<file path="src/hdl/ptts_pkg.sv">
// ----------------------------------------------------------------------------
// ptts_pkg
// Shared types and codes of the periodic task tick scheduler: commands,
// slot modes, status codes and the controller to datapath interface.
// ----------------------------------------------------------------------------
package ptts_pkg;

  localparam int unsigned CMD_W    = 3;
  localparam int unsigned SLOT_W   = 8;
  localparam int unsigned PERIOD_W = 16;
  localparam int unsigned STATUS_W = 2;
  localparam int unsigned MASK_W   = 8;

  typedef enum logic [CMD_W-1:0] {
    CMD_TICK    = 3'd0,
    CMD_CREATE  = 3'd1,
    CMD_DELETE  = 3'd2,
    CMD_SUSPEND = 3'd3,
    CMD_RESUME  = 3'd4,
    CMD_WAIT    = 3'd5
  } cmd_e;

  typedef enum logic [2:0] {
    MODE_EMPTY     = 3'd0,
    MODE_READY     = 3'd1,
    MODE_SUSPENDED = 3'd2,
    MODE_WAITING   = 3'd3,
    MODE_REMOVED   = 3'd4
  } mode_e;

  typedef enum logic [STATUS_W-1:0] {
    ST_OK         = 2'd0,
    ST_BAD_SLOT   = 2'd1,
    ST_NO_HANDLER = 2'd2
  } status_e;

  typedef enum logic [1:0] {
    CS_IDLE = 2'd0,
    CS_WALK = 2'd1,
    CS_EXEC = 2'd2
  } ctrl_state_e;

  typedef struct packed {
    logic load;
    logic walk;
    logic exec;
  } ptts_cmd_t;

  typedef struct packed {
    logic in_is_tick;
    logic walk_last;
  } ptts_stat_t;

endpackage

</file>
<file path="src/hdl/ptts_ctrl.sv">
// ----------------------------------------------------------------------------
// ptts_ctrl
// Controller of the scheduler. Accepts a request, sequences the slot walk
// of a tick or the single update of a slot command, and raises the result
// strobe.
// ----------------------------------------------------------------------------
module ptts_ctrl (
  input  logic                clk_i,
  input  logic                rst_ni,
  input  logic                start_i,
  input  ptts_pkg::ptts_stat_t stat_i,
  output ptts_pkg::ptts_cmd_t  cmd_o,
  output logic                busy_o,
  output logic                done_o
);
  import ptts_pkg::*;

  ctrl_state_e state_q, state_d;
  logic        done_q, done_d;

  always_ff @(posedge clk_i or negedge rst_ni) begin
    if (!rst_ni) begin
      state_q <= CS_IDLE;
      done_q  <= 1'b0;
    end else begin
      state_q <= state_d;
      done_q  <= done_d;
    end
  end

  always_comb begin
    state_d    = state_q;
    done_d     = 1'b0;
    cmd_o      = '0;
    unique case (state_q)
      CS_IDLE: begin
        if (start_i) begin
          cmd_o.load = 1'b1;
          state_d    = stat_i.in_is_tick ? CS_WALK : CS_EXEC;
        end
      end
      CS_WALK: begin
        cmd_o.walk = 1'b1;
        if (stat_i.walk_last) begin
          done_d  = 1'b1;
          state_d = CS_IDLE;
        end
      end
      CS_EXEC: begin
        cmd_o.exec = 1'b1;
        done_d     = 1'b1;
        state_d    = CS_IDLE;
      end
      default: begin
        state_d = CS_IDLE;
      end
    endcase
  end

  assign busy_o = (state_q != CS_IDLE);
  assign done_o = done_q;

endmodule

</file>
<file path="src/hdl/ptts_datapath.sv">
// ----------------------------------------------------------------------------
// ptts_datapath
// Slot table and request registers of the scheduler. Walks one slot per
// cycle on a tick and updates at most one slot on the other commands.
// ----------------------------------------------------------------------------
module ptts_datapath #(
  parameter int unsigned TASK_SLOTS = 8
) (
  input  logic                          clk_i,
  input  logic                          rst_ni,
  input  ptts_pkg::ptts_cmd_t           cmd_i,
  output ptts_pkg::ptts_stat_t          stat_o,
  input  logic [ptts_pkg::CMD_W-1:0]    command_i,
  input  logic [ptts_pkg::SLOT_W-1:0]   slot_i,
  input  logic [ptts_pkg::PERIOD_W-1:0] period_i,
  input  logic                          has_handler_i,
  output logic [ptts_pkg::STATUS_W-1:0] status_o,
  output logic [ptts_pkg::MASK_W-1:0]   fired_mask_o,
  output logic                          idle_o
);
  import ptts_pkg::*;

  localparam int unsigned IDX_W = (TASK_SLOTS > 1) ? $clog2(TASK_SLOTS) : 1;

  logic [PERIOD_W-1:0] period_q [TASK_SLOTS];
  logic [PERIOD_W-1:0] count_q  [TASK_SLOTS];
  mode_e               mode_q   [TASK_SLOTS];
  logic                hp_q     [TASK_SLOTS];

  logic [CMD_W-1:0]    req_cmd_q;
  logic [SLOT_W-1:0]   req_slot_q;
  logic [PERIOD_W-1:0] req_period_q;
  logic                req_hp_q;
  logic [IDX_W-1:0]    walk_idx_q;
  logic [MASK_W-1:0]   mask_acc_q;
  logic                any_acc_q;
  logic [STATUS_W-1:0] status_q;
  logic [MASK_W-1:0]   mask_q;
  logic                idle_q;

  logic [IDX_W-1:0]    rd_idx;
  logic [PERIOD_W-1:0] cur_period;
  logic [PERIOD_W-1:0] cur_count;
  mode_e               cur_mode;
  logic                cur_hp;
  logic                slot_ok;
  logic                step_ready;
  logic [PERIOD_W-1:0] dec_count;
  logic                step_zero;
  logic                step_fire;
  logic [MASK_W-1:0]   step_bit;
  logic                walk_last;

  assign slot_ok    = ({1'b0, req_slot_q} < (SLOT_W+1)'(TASK_SLOTS));
  assign rd_idx     = cmd_i.walk ? walk_idx_q : req_slot_q[IDX_W-1:0];
  assign cur_period = period_q[rd_idx];
  assign cur_count  = count_q[rd_idx];
  assign cur_mode   = mode_q[rd_idx];
  assign cur_hp     = hp_q[rd_idx];

  assign step_ready = (cur_mode == MODE_READY);
  assign dec_count  = cur_count - 1'b1;
  assign step_zero  = (dec_count == '0);
  assign step_fire  = step_ready && step_zero && cur_hp;
  assign step_bit   = step_fire ? (MASK_W'(1) << walk_idx_q) : '0;
  assign walk_last  = (walk_idx_q == IDX_W'(TASK_SLOTS - 1));

  assign stat_o.in_is_tick = (command_i == CMD_TICK);
  assign stat_o.walk_last  = walk_last;

  always_ff @(posedge clk_i) begin
    if (cmd_i.load) begin
      req_cmd_q    <= command_i;
      req_slot_q   <= slot_i;
      req_period_q <= period_i;
      req_hp_q     <= has_handler_i;
    end
  end

  always_ff @(posedge clk_i or negedge rst_ni) begin
    if (!rst_ni) begin
      walk_idx_q <= '0;
      mask_acc_q <= '0;
      any_acc_q  <= 1'b0;
    end else if (cmd_i.load) begin
      walk_idx_q <= '0;
      mask_acc_q <= '0;
      any_acc_q  <= 1'b0;
    end else if (cmd_i.walk) begin
      walk_idx_q <= walk_idx_q + 1'b1;
      mask_acc_q <= mask_acc_q | step_bit;
      any_acc_q  <= any_acc_q | step_fire;
    end
  end

  always_ff @(posedge clk_i or negedge rst_ni) begin
    if (!rst_ni) begin
      for (int i = 0; i < TASK_SLOTS; i++) begin
        period_q[i] <= '0;
        count_q[i]  <= '0;
        mode_q[i]   <= MODE_EMPTY;
        hp_q[i]     <= 1'b0;
      end
    end else if (cmd_i.walk) begin
      if (step_ready) begin
        count_q[rd_idx] <= step_zero ? cur_period : dec_count;
      end
    end else if (cmd_i.exec && slot_ok) begin
      case (req_cmd_q)
        CMD_CREATE: begin
          if (req_hp_q) begin
            period_q[rd_idx] <= req_period_q;
            count_q[rd_idx]  <= PERIOD_W'(1);
            hp_q[rd_idx]     <= 1'b1;
            mode_q[rd_idx]   <= MODE_READY;
          end
        end
        CMD_DELETE: begin
          if (cur_hp) begin
            period_q[rd_idx] <= '0;
            count_q[rd_idx]  <= '0;
            hp_q[rd_idx]     <= 1'b0;
            mode_q[rd_idx]   <= MODE_REMOVED;
          end
        end
        CMD_SUSPEND: mode_q[rd_idx] <= MODE_SUSPENDED;
        CMD_RESUME:  mode_q[rd_idx] <= MODE_READY;
        CMD_WAIT:    mode_q[rd_idx] <= MODE_WAITING;
        default: ;
      endcase
    end
  end

  always_ff @(posedge clk_i) begin
    if (cmd_i.walk && walk_last) begin
      status_q <= ST_OK;
      mask_q   <= mask_acc_q | step_bit;
      idle_q   <= !(any_acc_q || step_fire);
    end else if (cmd_i.exec) begin
      mask_q <= '0;
      idle_q <= 1'b0;
      case (req_cmd_q)
        CMD_CREATE: begin
          if (!slot_ok) begin
            status_q <= ST_BAD_SLOT;
          end else if (!req_hp_q) begin
            status_q <= ST_NO_HANDLER;
          end else begin
            status_q <= ST_OK;
          end
        end
        CMD_DELETE: begin
          if (!slot_ok) begin
            status_q <= ST_BAD_SLOT;
          end else if (!cur_hp) begin
            status_q <= ST_NO_HANDLER;
          end else begin
            status_q <= ST_OK;
          end
        end
        CMD_SUSPEND, CMD_RESUME, CMD_WAIT: begin
          status_q <= slot_ok ? ST_OK : ST_BAD_SLOT;
        end
        default: status_q <= ST_OK;
      endcase
    end
  end

  assign status_o     = status_q;
  assign fired_mask_o = mask_q;
  assign idle_o       = idle_q;

endmodule

</file>
<file path="src/hdl/periodic_task_tick_scheduler.sv">
// A slot command passes from the idle state through the exec state before the
// registered result strobe; a tick instead passes through the walk state, which
// walks the slot table one slot per cycle through one read port. A new request is
// taken only while the controller is idle, that is while busy is low.
// Reset clears the slot table to empty slots and the controller to idle;
// the receiver cannot stall, so a result is shown for exactly one cycle.
// ----------------------------------------------------------------------------
// periodic_task_tick_scheduler
// Top level of the periodic task tick scheduler: controller plus slot
// table datapath.
// ----------------------------------------------------------------------------
module periodic_task_tick_scheduler #(
  parameter int unsigned TASK_SLOTS = 8
) (
  input  logic                          clk_i,
  input  logic                          rst_ni,
  input  logic                          start,
  output logic                          busy,
  input  logic [ptts_pkg::CMD_W-1:0]    command_i,
  input  logic [ptts_pkg::SLOT_W-1:0]   slot_i,
  input  logic [ptts_pkg::PERIOD_W-1:0] period_i,
  input  logic                          has_handler_i,
  output logic                          done_o,
  output logic [ptts_pkg::STATUS_W-1:0] status_o,
  output logic [ptts_pkg::MASK_W-1:0]   fired_mask_o,
  output logic                          idle_o
);
  import ptts_pkg::*;

  ptts_cmd_t  cmd;
  ptts_stat_t stat;

  ptts_ctrl u_ctrl (
    .clk_i  (clk_i),
    .rst_ni (rst_ni),
    .start_i(start),
    .stat_i (stat),
    .cmd_o  (cmd),
    .busy_o (busy),
    .done_o (done_o)
  );

  ptts_datapath #(
    .TASK_SLOTS(TASK_SLOTS)
  ) u_datapath (
    .clk_i        (clk_i),
    .rst_ni       (rst_ni),
    .cmd_i        (cmd),
    .stat_o       (stat),
    .command_i    (command_i),
    .slot_i       (slot_i),
    .period_i     (period_i),
    .has_handler_i(has_handler_i),
    .status_o     (status_o),
    .fired_mask_o (fired_mask_o),
    .idle_o       (idle_o)
  );

endmodule

</file>
<file path="config.mk">
export PLATFORM = sky130hd
export DESIGN_NAME = periodic_task_tick_scheduler
export DESIGN_NICKNAME = d
export VERILOG_FILES = /design/src/hdl/ptts_pkg.sv /design/src/hdl/ptts_ctrl.sv /design/src/hdl/ptts_datapath.sv /design/src/hdl/periodic_task_tick_scheduler.sv
export SDC_FILE = /design/constraint.sdc
export NUM_CORES = 1
export LEC_CHECK = 0
export CAP_MARGIN = 25
export CELL_PAD_IN_SITES_DETAIL_PLACEMENT = 1
export CELL_PAD_IN_SITES_GLOBAL_PLACEMENT = 1
export CORE_MARGIN = 2
export CORE_UTILIZATION = 25
export DETAILED_ROUTE_END_ITERATION = 10
export DONT_BUFFER_PORTS = 1
export PLACE_DENSITY_LB_ADDON = 0.08
export SETUP_SLACK_MARGIN = 0.4
export SLEW_MARGIN = 20
export SYNTH_ARGS = -nofsm -noshare
export SYNTH_HDL_FRONTEND = slang
export SYNTH_HIERARCHICAL = 1
export SYNTH_SLANG_ARGS = --single-unit
</file>
<file path="constraint.sdc">
create_clock -name clk_i -period 6.87 [get_ports clk_i]
set_input_delay 0.3435 -clock clk_i [delete_from_list [all_inputs] [get_ports clk_i]]
set_output_delay 0.3435 -clock clk_i [all_outputs]
set_load 0.1 [all_outputs]
</file>
# Word-level counts from Yosys, hierarchy flattened
# Cells that the tools add are included.
[classes]
magnitude_cmp = 3
eq_ne = 16
add_sub_neg = 2
shifts = 1
n_mux = 64
bitwise_logic = 25
reduce_logical = 22
[ops]
columns = ["op", "n"]
rows = [
  ["two-way mux 128 bit", 7],
  ["one-hot mux 128 bit (2 select lines)", 2],
  ["AND 128 bit", 2],
  ["bitwise mux 128 bit", 2],
  ["NOT 128 bit", 1],
  ["AND 120 bit", 1],
  ["NOT 120 bit", 1],
  ["one-hot mux 24 bit (5 select lines)", 1],
  ["binary-select mux 16 bit (select 3 bit)", 2],
  ["two-way mux 16 bit", 6],
  ["two-way mux 8 bit", 7],
  ["AND 16 bit", 3],
  ["demux 16 bit (select 3 bit)", 1],
  ["two-way mux 24 bit", 2],
  ["NOT 16 bit", 3],
  ["bitwise OR 8 bit", 6],
  ["two-way mux 3 bit", 6],
  ["AND 8 bit", 2],
  ["zero test 16 bit", 1],
  ["NOT 8 bit", 2],
  ["bitwise OR 16 bit", 1],
  ["one-hot mux 8 bit (2 select lines)", 1],
  ["subtractor 16 x 1 -> 16 bit, second input constant", 1],
  ["AND reduction 5 bit", 3],
  ["other kinds (35)", 69],
]
[totals]
reg_bits = 342
input_bits = 31
wordCells = 177

# Depth between registers and ports, before layout
# Gate-level depths: netlist of run 1.
[depth]
word_depth = 15
depth_mapped = 19
ltp_nobuf = 15

# Hierarchy
# The synthesis of run 1 kept the hierarchy.
[by_module_without_submodules]
columns = ["module", "n_inst", "area_per_inst_um2", "cells_per_inst"]
rows = [
  ["ptts_datapath", 1, 15346.0, 1531],
  ["ptts_ctrl", 1, 187.7, 20],
]

# Least setup slack after synthesis of run 1
# OpenSTA, ideal clock, no wires.
[synth_path]
kind = "register to register"
start = "reg u_ctrl.state_q[1]"
end = "reg u_datapath.idle_q (netlist: u_datapath/idle_o), data pin"
n_path_buf = 4
path_slack_ns = 2.468
setup_time_ns = 0.255
arrival_ns = 4.147
required_ns = 6.615
stages_incl_launch_ff = 20
path_cell_list = "dfrtp_1 -> inv_1 -> ha_1 -> buf_6 -> nor3b_1 -> or2_1 -> buf_2 -> a2111o_1 -> nand2_1 -> ha_1 -> inv_1 -> nor3_1 -> nand4_1 -> nor4_2 -> xnor2_1 -> or4_1 -> or3b_1 -> buf_2 -> buf_6 -> and3_1"
[synth_lines]
columns = ["element", "line", "source"]
rows = [
  ["start: declaration", "ptts_ctrl.sv:18", "ctrl_state_e state_q, state_d;"],
  ["start signal: assignment", "ptts_ctrl.sv:26", "state_q <= state_d;"],
  ["end signal: assignment", "ptts_datapath.sv:138", "idle_q <= !(any_acc_q || step_fire);"],
  ["end: declaration", "ptts_datapath.sv:39", "logic idle_q;"],
]

==> results of run 1 <==
-- critical path, cell delays in order (launching register included) --
cell and delay [ps]:
dfrtp_1 400, inv_1 80, ha_2 500, buf_4 400, nand2_1 220, o21ai_0 330, o2111ai_1 280, nand2_1 200
ha_1 310, inv_1 190, nor3_1 350, nand4_1 210, nor4_2 230, xnor2_1 190, or4_1 630, or3b_1 690
and3_1 310
-- metal layers --
layer | track usage [%] | routed length (um)
met4 | 5.73 | 1550
met2 | 30.0 | 27000
met1 | 25.4 | 27900
met5 | 0 | 0
met3 | 2.29 | 1510
-- stage by stage --
stage	cells	utilization, %	total power [mW]	setup slack, ps	hold WS (ps)
detailed placement	2328	26.9	2.81	926	71.7
CTS	2437	29.6	5.09	864	-554
global route	2439	29.6	5.21	687	-563
floorplan	1551	-	2.59	2470	47.9
global placement	2327	26.9	2.81	1160	71.7
finish	2439	29.6	4.99	1070	-530
-- power by group --
part	internal (mW)	leakage (nW)	switching [mW]
combinational	0.136	2.33	0.377
sequential	2.11	4.60	0.155
clock	1.28	0.671	0.933
-- Yosys cell counts (13+ instances only) --
library cell,count
a21oi_1,50
a222oi_1,37
a22oi_1,18
clkbuf_1,80
dfrtp_1,303
edfxtp_1,37
inv_1,31
mux2_2,26
mux2i_1,30
nand2_1,333
nand2b_1,22
nand3_1,28
nor2_1,31
nor3_1,17
o21ai_0,267
o22ai_1,23
o31ai_1,15
or2_2,13
-- state kept, by name (all words and copies together), names as in the netlist, 2 cells and up, named ones only --
name,cells
u_ctrl/state_q,2
u_datapath/mode_q,16
u_datapath/walk_idx_q,3
u_datapath/status_o,2
u_datapath/req_cmd_q,3
u_datapath/count_q,120
u_datapath/fired_mask_o,8
u_datapath/req_period_q,16
u_datapath/mask_acc_q,8
u_datapath/req_slot_q,8
u_datapath/period_q,128
-- cell families (layout without fill, tap and decap cells) --
logic type / Yosys count / in the layout
simple gates: 512 / 512
flops: 342 / 342
fa+ha+maj: 11 / 11
buf+inv: 135 / 186
xor+xnor: 10 / 10
mux: 57 / 57
compound gates: 484 / 484
-- cells in the final DEF, fill, tap and decap left out, drive strengths merged, types with 15 or more instances in the layout --
| cell | count |
|---|---|
| inv | 32 |
| nor2 | 32 |
| buf | 46 |
| mux2 | 27 |
| mux2i | 30 |
| dlygate4sd3 | 29 |
| o21ai | 267 |
| nand2 | 333 |
| nand2b | 22 |
| clkinv | 17 |
| nand3 | 28 |
| o22ai | 23 |
| edfxtp | 37 |
| a222oi | 37 |
| o31ai | 15 |
| dfrtp | 303 |
| nor3 | 18 |
| a21oi | 50 |
| a22oi | 18 |
| a31oi | 15 |
| clkbuf | 61 |
-- how the worst max path moves through the flow --
stage                                 start                      to
after CTS                 u_ctrl/state_q[1]  u_datapath/count_q[34]
after global routing      u_ctrl/state_q[1]       u_datapath/idle_o
after global placement    u_ctrl/state_q[1]       u_datapath/idle_o
final                     u_ctrl/state_q[1]       u_datapath/idle_o
after detailed placement  u_ctrl/state_q[1]  u_datapath/count_q[41]
after floorplan           u_ctrl/state_q[1]       u_datapath/idle_o
-- area by class of cell --
type	count	share of cell area (%)
sequential	342	47.8
multi-input combinational	1074	34.7
clock buffer	61	6.66
tap	837	5.74
timing repair buffer	75	3.56
clock inverter	19	0.850
inverter	31	0.637
-- repair_timing --
action,in CTS,in global routing
setup endpoints to repair,0,0
endpoints found under the hold margin,333,303
setup buffers,0,0
==> results.md, run 1 <==
- The run finished, with violations left.
- The checks that failed: negative hold slack.
- The sequential element share of the synthesized area is 56.2%.
- The standard cell core area is 0.0616 sq mm.
- The required time at the endpoint of the critical path is 7200 ps.
- STA puts the critical path data arrival time at 6140 ps.
- In the post-synthesis netlist, the biggest area contributors are dfrtp_1 49%, o21ai_0 8.6%, nand2_1 8.0%, edfxtp_1 7.2%, a222oi_1 2.4%.
- Using the TritonRoute via totals, the vias-per-cell ratio works out to 4.93.
- The number of slew-limit violations in the final report is 0.
- Across the routed clock network, the largest skew measured is 23.4 ps.
- Summing the areas of all xor and xnor instances in the mapped netlist gives 0.564% of the synthesized area.
- No sink is reached through more buffers than the 3 on the longest clock path.
- The later pin in the worst-skew pair is clocked with a latency of 590 ps.
- Detailed placement ended at an HPWL of 36100 um.
- The measured slew at the worst slew-check pin is 1020 ps.
- Subtracting the final worst setup slack from the clock period gives 5800 ps.
- Registers take 0.00873 sq mm.
- For this run, the top clock speed supported by timing is 172 MHz.
- For this run, the detailed router's first-pass iteration total came to 5.
- The total routing usage reported by global routing is 18.4%.
- The via count of the first global-routing pass is 12600.
- Entering global routing, the biggest net connects 304 pins.
- Setup violations remaining at the end of the flow were counted as 0.
- The synthesized netlist net count is 1593.
- After detailed routing, the average wire length per cell comes to 23.8 um.
- TritonCTS built the clock tree.
- Compared with the post-synthesis result, the final layout area differs by 17.5%.
- For this configuration, the core starts out at a cell density of 25.2%.
- The netlist uses 80 different library cells.
- The final hold slack is -530 ps.
- The synthesized netlist devotes 0.886% of its cell area to adder and majority cells.
- The worst-case reg-to-reg path depth is 16.
- The area of the die is 0.0641 sq mm.
- Setup repair after global routing left no endpoint under its margin.
- Dividing the final minimum period by the clock period gives 84.5%.
- In this run the horizontal extent of the chip is 253 um.
- Max-cap violations in this run came to 0.
- The cell at the root of the clock tree is clkbuf_16.
- In this run the worst path has a maximum fanout of 26.
- The number of cells produced by synthesis is 1551.
- STA classifies the critical path startpoint as a flop.
- The remaining antenna violation count is 0.
- Port buffering added 0 buffers.
- Global routing finished with a remaining overflow of 0.
- The compound-cell area share of the yosys netlist is 19.6%.
- The final hold violation count is 303.
- 44 I/O pins were placed.
- The H-tree depth reported by CTS is 2.
- The cell leakage power is 7.60 nW.
- The proportion of register bits with asynchronous set or reset after synthesis is 88.6%.
- The kind of critical path is reg -> reg.
- The total of fill cells in the finished design is 6917.
- After floorplanning, the core was divided into 91 placement rows.
- The multi-input combinational cells in the finished layout cover a total of 0.00634 sq mm.
- The first global-routing pass estimated 86900 um of wire.
- The capture point of the worst reg-to-reg path is u_datapath/idle_o.
- Clock-pin slew was measured on the worst setup and hold paths at 60 ps.
- In this run the tightest slew margin relative to its limit is 31.2%.
- The main flop type after synthesis is dfrtp_1.
- 0 antenna diodes ended up in the layout.
- The wire length reported by the detailed router is 57900 um.
- Counting the buffers created by CTS gives 44.
- The largest family of logic cells by synthesized area is compound AO/OA/AOI/OAI gates.
- The routed layout has 12000 vias.
- The die span in y is 253 um.
- The final net count is 1610.
- The synthesized netlist devotes 15.0% of its cell area to simple gates.
- The count of hold buffers inserted by post-cts repair is 29.
- For this block, the initial DRC count from the detailed router was 769.
- The synthesized area per cell is 10.0 sq um.
- At the end of routability-driven placement, the weighted congestion stood at 0.795.
- The sink count of the clock tree is 342.
- For flop-to-flop paths, the worst setup slack is 1070 ps.
- The share of post-route cells with drive strength above 1 is 11.4%.
- The post-synthesis instance area is 0.0155 sq mm.
- The setup total negative slack is 0 ps.
- The number of antenna violations at the first check in global routing came to 1.
- In the routed design, unresolved DRC markers number 0.
- The portion of netlist area occupied by mux cells is 3.91%.
- STA classifies the critical path endpoint as a flop.
- The post-synthesis register bit count is 342.
- The area share of the largest cell type after synthesis is 48.8%.
- The standard cell area after detailed placement is 0.0166 sq mm.
- The total power per unit cell area is 274 mW/mm^2.
- The number of gates given a new drive strength after cts is 0.
- The launch instance of the worst register-to-register path is u_ctrl/state_q[1].
- With fillers left out, the area of the finished cells amounts to 0.0183 sq mm.
- The largest total area in the synthesized netlist belongs to dfrtp_1.
- The number of warnings printed during yosys synthesis is 6.
- Counting flops with a built-in enable in the synthesized netlist gives 37.
- The peak supply drop is 0.151 mV.
- The min-delay analysis places its worst path in the category in -> async.
Note: power is estimated with default switching activity, not from simulation.
==> inputs of run 2 (changes only) <==
- clock period: 6.87 -> 5.5 ns (I/O delays scaled with it)
==> run 2 against run 1 <==
Net effect:
- the run still ends with negative hold slack left
- sequential power is 25% higher
- critical path depth stayed put
- cell area is 2.5% higher
- clock skew is 6.8 ps higher
- global-route usage hardly changed
- die area stayed put
- combinational power is 32% higher
- total power is 29% higher
- register-to-register slack worse by 390 ps
- count of clock-buffer cells in the layout is 2 higher
- non-clock buffer count is 31 higher
==> results.md, run 2 (synthesis gave the netlist of run 1 again) <==
- Based on the critical path, the design can be clocked at up to 207 MHz.
- Dividing the detail-routed via count by the number of cells gives 4.93.
- The starting utilization of the core area is 25.2%.
- 0 antenna diodes ended up in the layout.
- TritonCTS built the clock tree.
- In the final layout, the registers with the most flip-flops are u_datapath/period_q: 128 flops, u_datapath/count_q: 120 flops.
- The highest net fanout along the worst path is 23.
- The remaining antenna violation count is 0.
- In this run, the number of DRC markers left after iteration 0 of detailed routing was 697.
- After layout, the minimum clock period comes to 4830 ps.
- The first global-routing pass estimated 87600 um of wire.
- For this design the total switching power over the nets is 1.86 mW.
- The most common cell type on the critical path is inv_1.
- In the layout the commonest cells are 332 x nand2_1, 303 x dfrtp_1, 267 x o21ai_0, 70 x buf_4, 50 x a21oi_1.
- The die span in y is 253 um.
- Dividing the detail-routed wire length by the instance count gives 23.5 um.
- Once placement finished, the instance area stood at 0.0168 sq mm.
- The required time at the endpoint of the critical path is 5830 ps.
- The worst setup margin is 675 ps.
- The design draws 6.42 mW.
- The number of slew-limit violations in the final report is 0.
- Detailed routing inserted a total of 12200 vias.
- The peak supply drop is 0.199 mV.
- The worst setup path is launched from a flop.
- The peak per-stage delay on the critical path is 630 ps.
- The total instance count after detailed placement is 2355.
- Clock-pin slew was measured on the worst setup and hold paths at 70 ps.
- The share of total power in the clock network is 45.4%.
- The part of the power in registers is 44.0%.
- The data arrival time of the critical path is 5150 ps.
- The most frequent standard cell in the layout excluding fill and tap cells is nand2_1.
- The maximum root-to-sink buffer count is 3.
- The floorplan has 91 rows.
- The worst slack after detailed placement is 365 ps.
- The post-route netlist has 14.1% of its cells at a drive strength greater than 1.
- After detailed routing, the number of remaining DRC violations is 0.
- For this design the static power due to leakage is 7.83 nW.
- The area of the die is 0.0641 sq mm.
- Traced cell by cell, the critical path runs through inv_1 -> ha_4 -> buf_12 -> nor3b_1 -> or2_1 -> a2111o_1 -> nand2_1 -> ha_1 -> inv_1 -> nor3_1 -> nand4_1 -> nor4_2 -> xnor2_1 -> or4_4 -> or3b_4 -> and3_1.
- The headroom to the max-slew limit is 5.15%.
- In this run the clock root is driven by a clkbuf_16.
- The kind of critical path is reg -> reg.
- For this design, the sink count on the clock tree is 342.
- The number of antenna violations at the first check in global routing is 1.
- Buffers inserted during clock tree synthesis total 44.
- The pin count of the biggest net entering global routing is 304.
- Internal power comes to 4.56 mW.
- The largest individual stage delay along the critical path comes from the cell or4_4.
- The finished layout holds 2472 standard cells, fillers aside.
- Setup repair after global routing left no endpoint under its margin.
- STA classifies the critical path endpoint as a flop.
- The area growth from synthesis to layout is 20.5%.
- The total power per unit cell area is 343 mW/mm^2.
- Routability-driven placement finished with a final weighted congestion of 0.810.
- The wire length reported by the detailed router is 58000 um.
- The checks that failed: negative hold slack.
- In this run the horizontal extent of the chip is 253 um.
- The path class of the lowest-slack min-delay path is in -> async.
- The via count of the first global-routing pass came to 13100.
- The final design instance area without fill is 0.0187 sq mm.
- The count of hold buffers inserted by post-cts repair is 29.
- The clock reaches the later pin of the worst-skew pair after 590 ps.
- After floorplanning, the core was sized to cover 0.0616 sq mm.
- The logic gate share of total power is 10.6%.
- Input and output buffers added on the ports amount to 0.
- Detailed placement ended at an HPWL of 37600 um.
- 44 I/O pins were placed.
- The tool flagged a number of max-cap violations equal to 0.
- The critical path contains buffers and inverters numbering 3 combined.
- The final net count is 1641.
- The total of fill cells in the finished design is 6862.
- Setup violations remaining at the end of the flow were counted as 0.
- The final hold violation count is 303.
- Final hold analysis gives a worst-case slack of -576 ps.
- u_datapath/period_q holds more flip-flops than any other register.
- The H-tree depth reported by CTS is 2.
- The maximum clock skew at final layout is 30.2 ps.
- The cell family contributing the most delay on the critical path is simple AND/OR/NAND/NOR gates.
- The number of detailed-routing iterations run before antenna repair is 5.
- The flow ran to the end, but the final reports show violations.
- For the pin with the worst max-slew slack, the measured transition is 1420 ps.
- For the final routed database, the setup TNS stands at 0 ps.
- The total congestion overflow is 0.
- The register with the most flip-flops in the layout has 128 of them.
- In the global route stage, overall resource usage came out at 18.4%.
- The switching power share of the total is 29.0%.
- After layout, the worst path uses 87.7% of the clock period.
-- run 2: changes by cell type in the layout (fill, tap and decap cells not counted), sizes merged --
| cell | before | now |
|---|---|---|
| clkbuf | 61 | 63 |
| bufinv | 1 | 2 |
| buf | 46 | 77 |
| clkinv | 17 | 12 |
| inv | 32 | 33 |
| clkinvlp | 0 | 3 |
-- run 2: area by class of cell --
class	instances	area [sq um]	share of cell area [%]
Sequential cell	342	8730	46.7
Multi-Input combinational cell	1074	6430	34.3
Clock buffer	63	1280	6.87
Tap cell	837	1050	5.60
Timing Repair Buffer	106	932	4.98
Clock inverter	19	175	0.936
Inverter	31	116	0.622
-- run 2: power groups by stage --
stage          registers (mW)  logic [mW]  clock network [mW]
6_report                 2.83       0.678                2.92
5_1_grt                  2.83       0.733                3.13
4_1_cts                  2.83       0.675                3.05
3_5_place_dp             2.87       0.655                   0
3_3_place_gp             2.87       0.652                   0
2_1_floorplan            2.85       0.385                   0
-- run 2: final timing paths --
path / depth (start not counted) / start / to / slack (ps)
setup / recovery: 16 / u_ctrl/state_q[1] / u_datapath/idle_o / 670
hold / removal: 0 / rst_ni / u_datapath/count_q[67] / -580
setup reg to reg: 16 / u_ctrl/state_q[1] / u_datapath/idle_o / 670
hold reg to reg: 2 / u_datapath/count_q[11] / u_datapath/count_q[11] / 480
max in group asynchronous: 0 / rst_ni / u_datapath/period_q[82] / 4960
min in group clk_i: 1 / period_i[15] / u_datapath/req_period_q[15] / 310
-- run 2: through the flow --
| stage | utilization, % | hold slack, ps |
|---|---|---|
| 2_1_floorplan | - | -20.6 |
| 3_3_place_gp | 27.3 | 4.71 |
| 3_5_place_dp | 27.3 | 2.64 |
| 4_1_cts | 30.2 | -637 |
| 5_1_grt | 30.4 | -612 |
| 6_report | 30.4 | -576 |
-- run 2: repair_timing --
item	4_1_cts	5_1_grt
setup buffers	0	5
endpoints found under the hold margin	333	303
resized for setup	2	15
setup endpoints to repair	3	92
-- run 2: routing by layer --
layer / GRT usage [%] / share of wire [%] / vias to the layer above
li1: - / - / 5667
met1: 25.1 / 47 / 6246
met2: 30.3 / 47 / 195
met3: 3.03 / 3.8 / 67
met4: 4.67 / 1.9 / 0
met5: 0 / 0 / -
-- run 2: worst register-to-register path, delay by kind of cell, from the launching register on --
kind | cells | cell delay, ps
adder cells (fa/ha/maj) | 2 | 430
AND/OR/NAND/NOR | 9 | 2600
XOR/XNOR | 1 | 210
flip-flops | 1 | 390
buffers and inverters | 3 | 430
AO/OA/AOI/OAI | 1 | 490
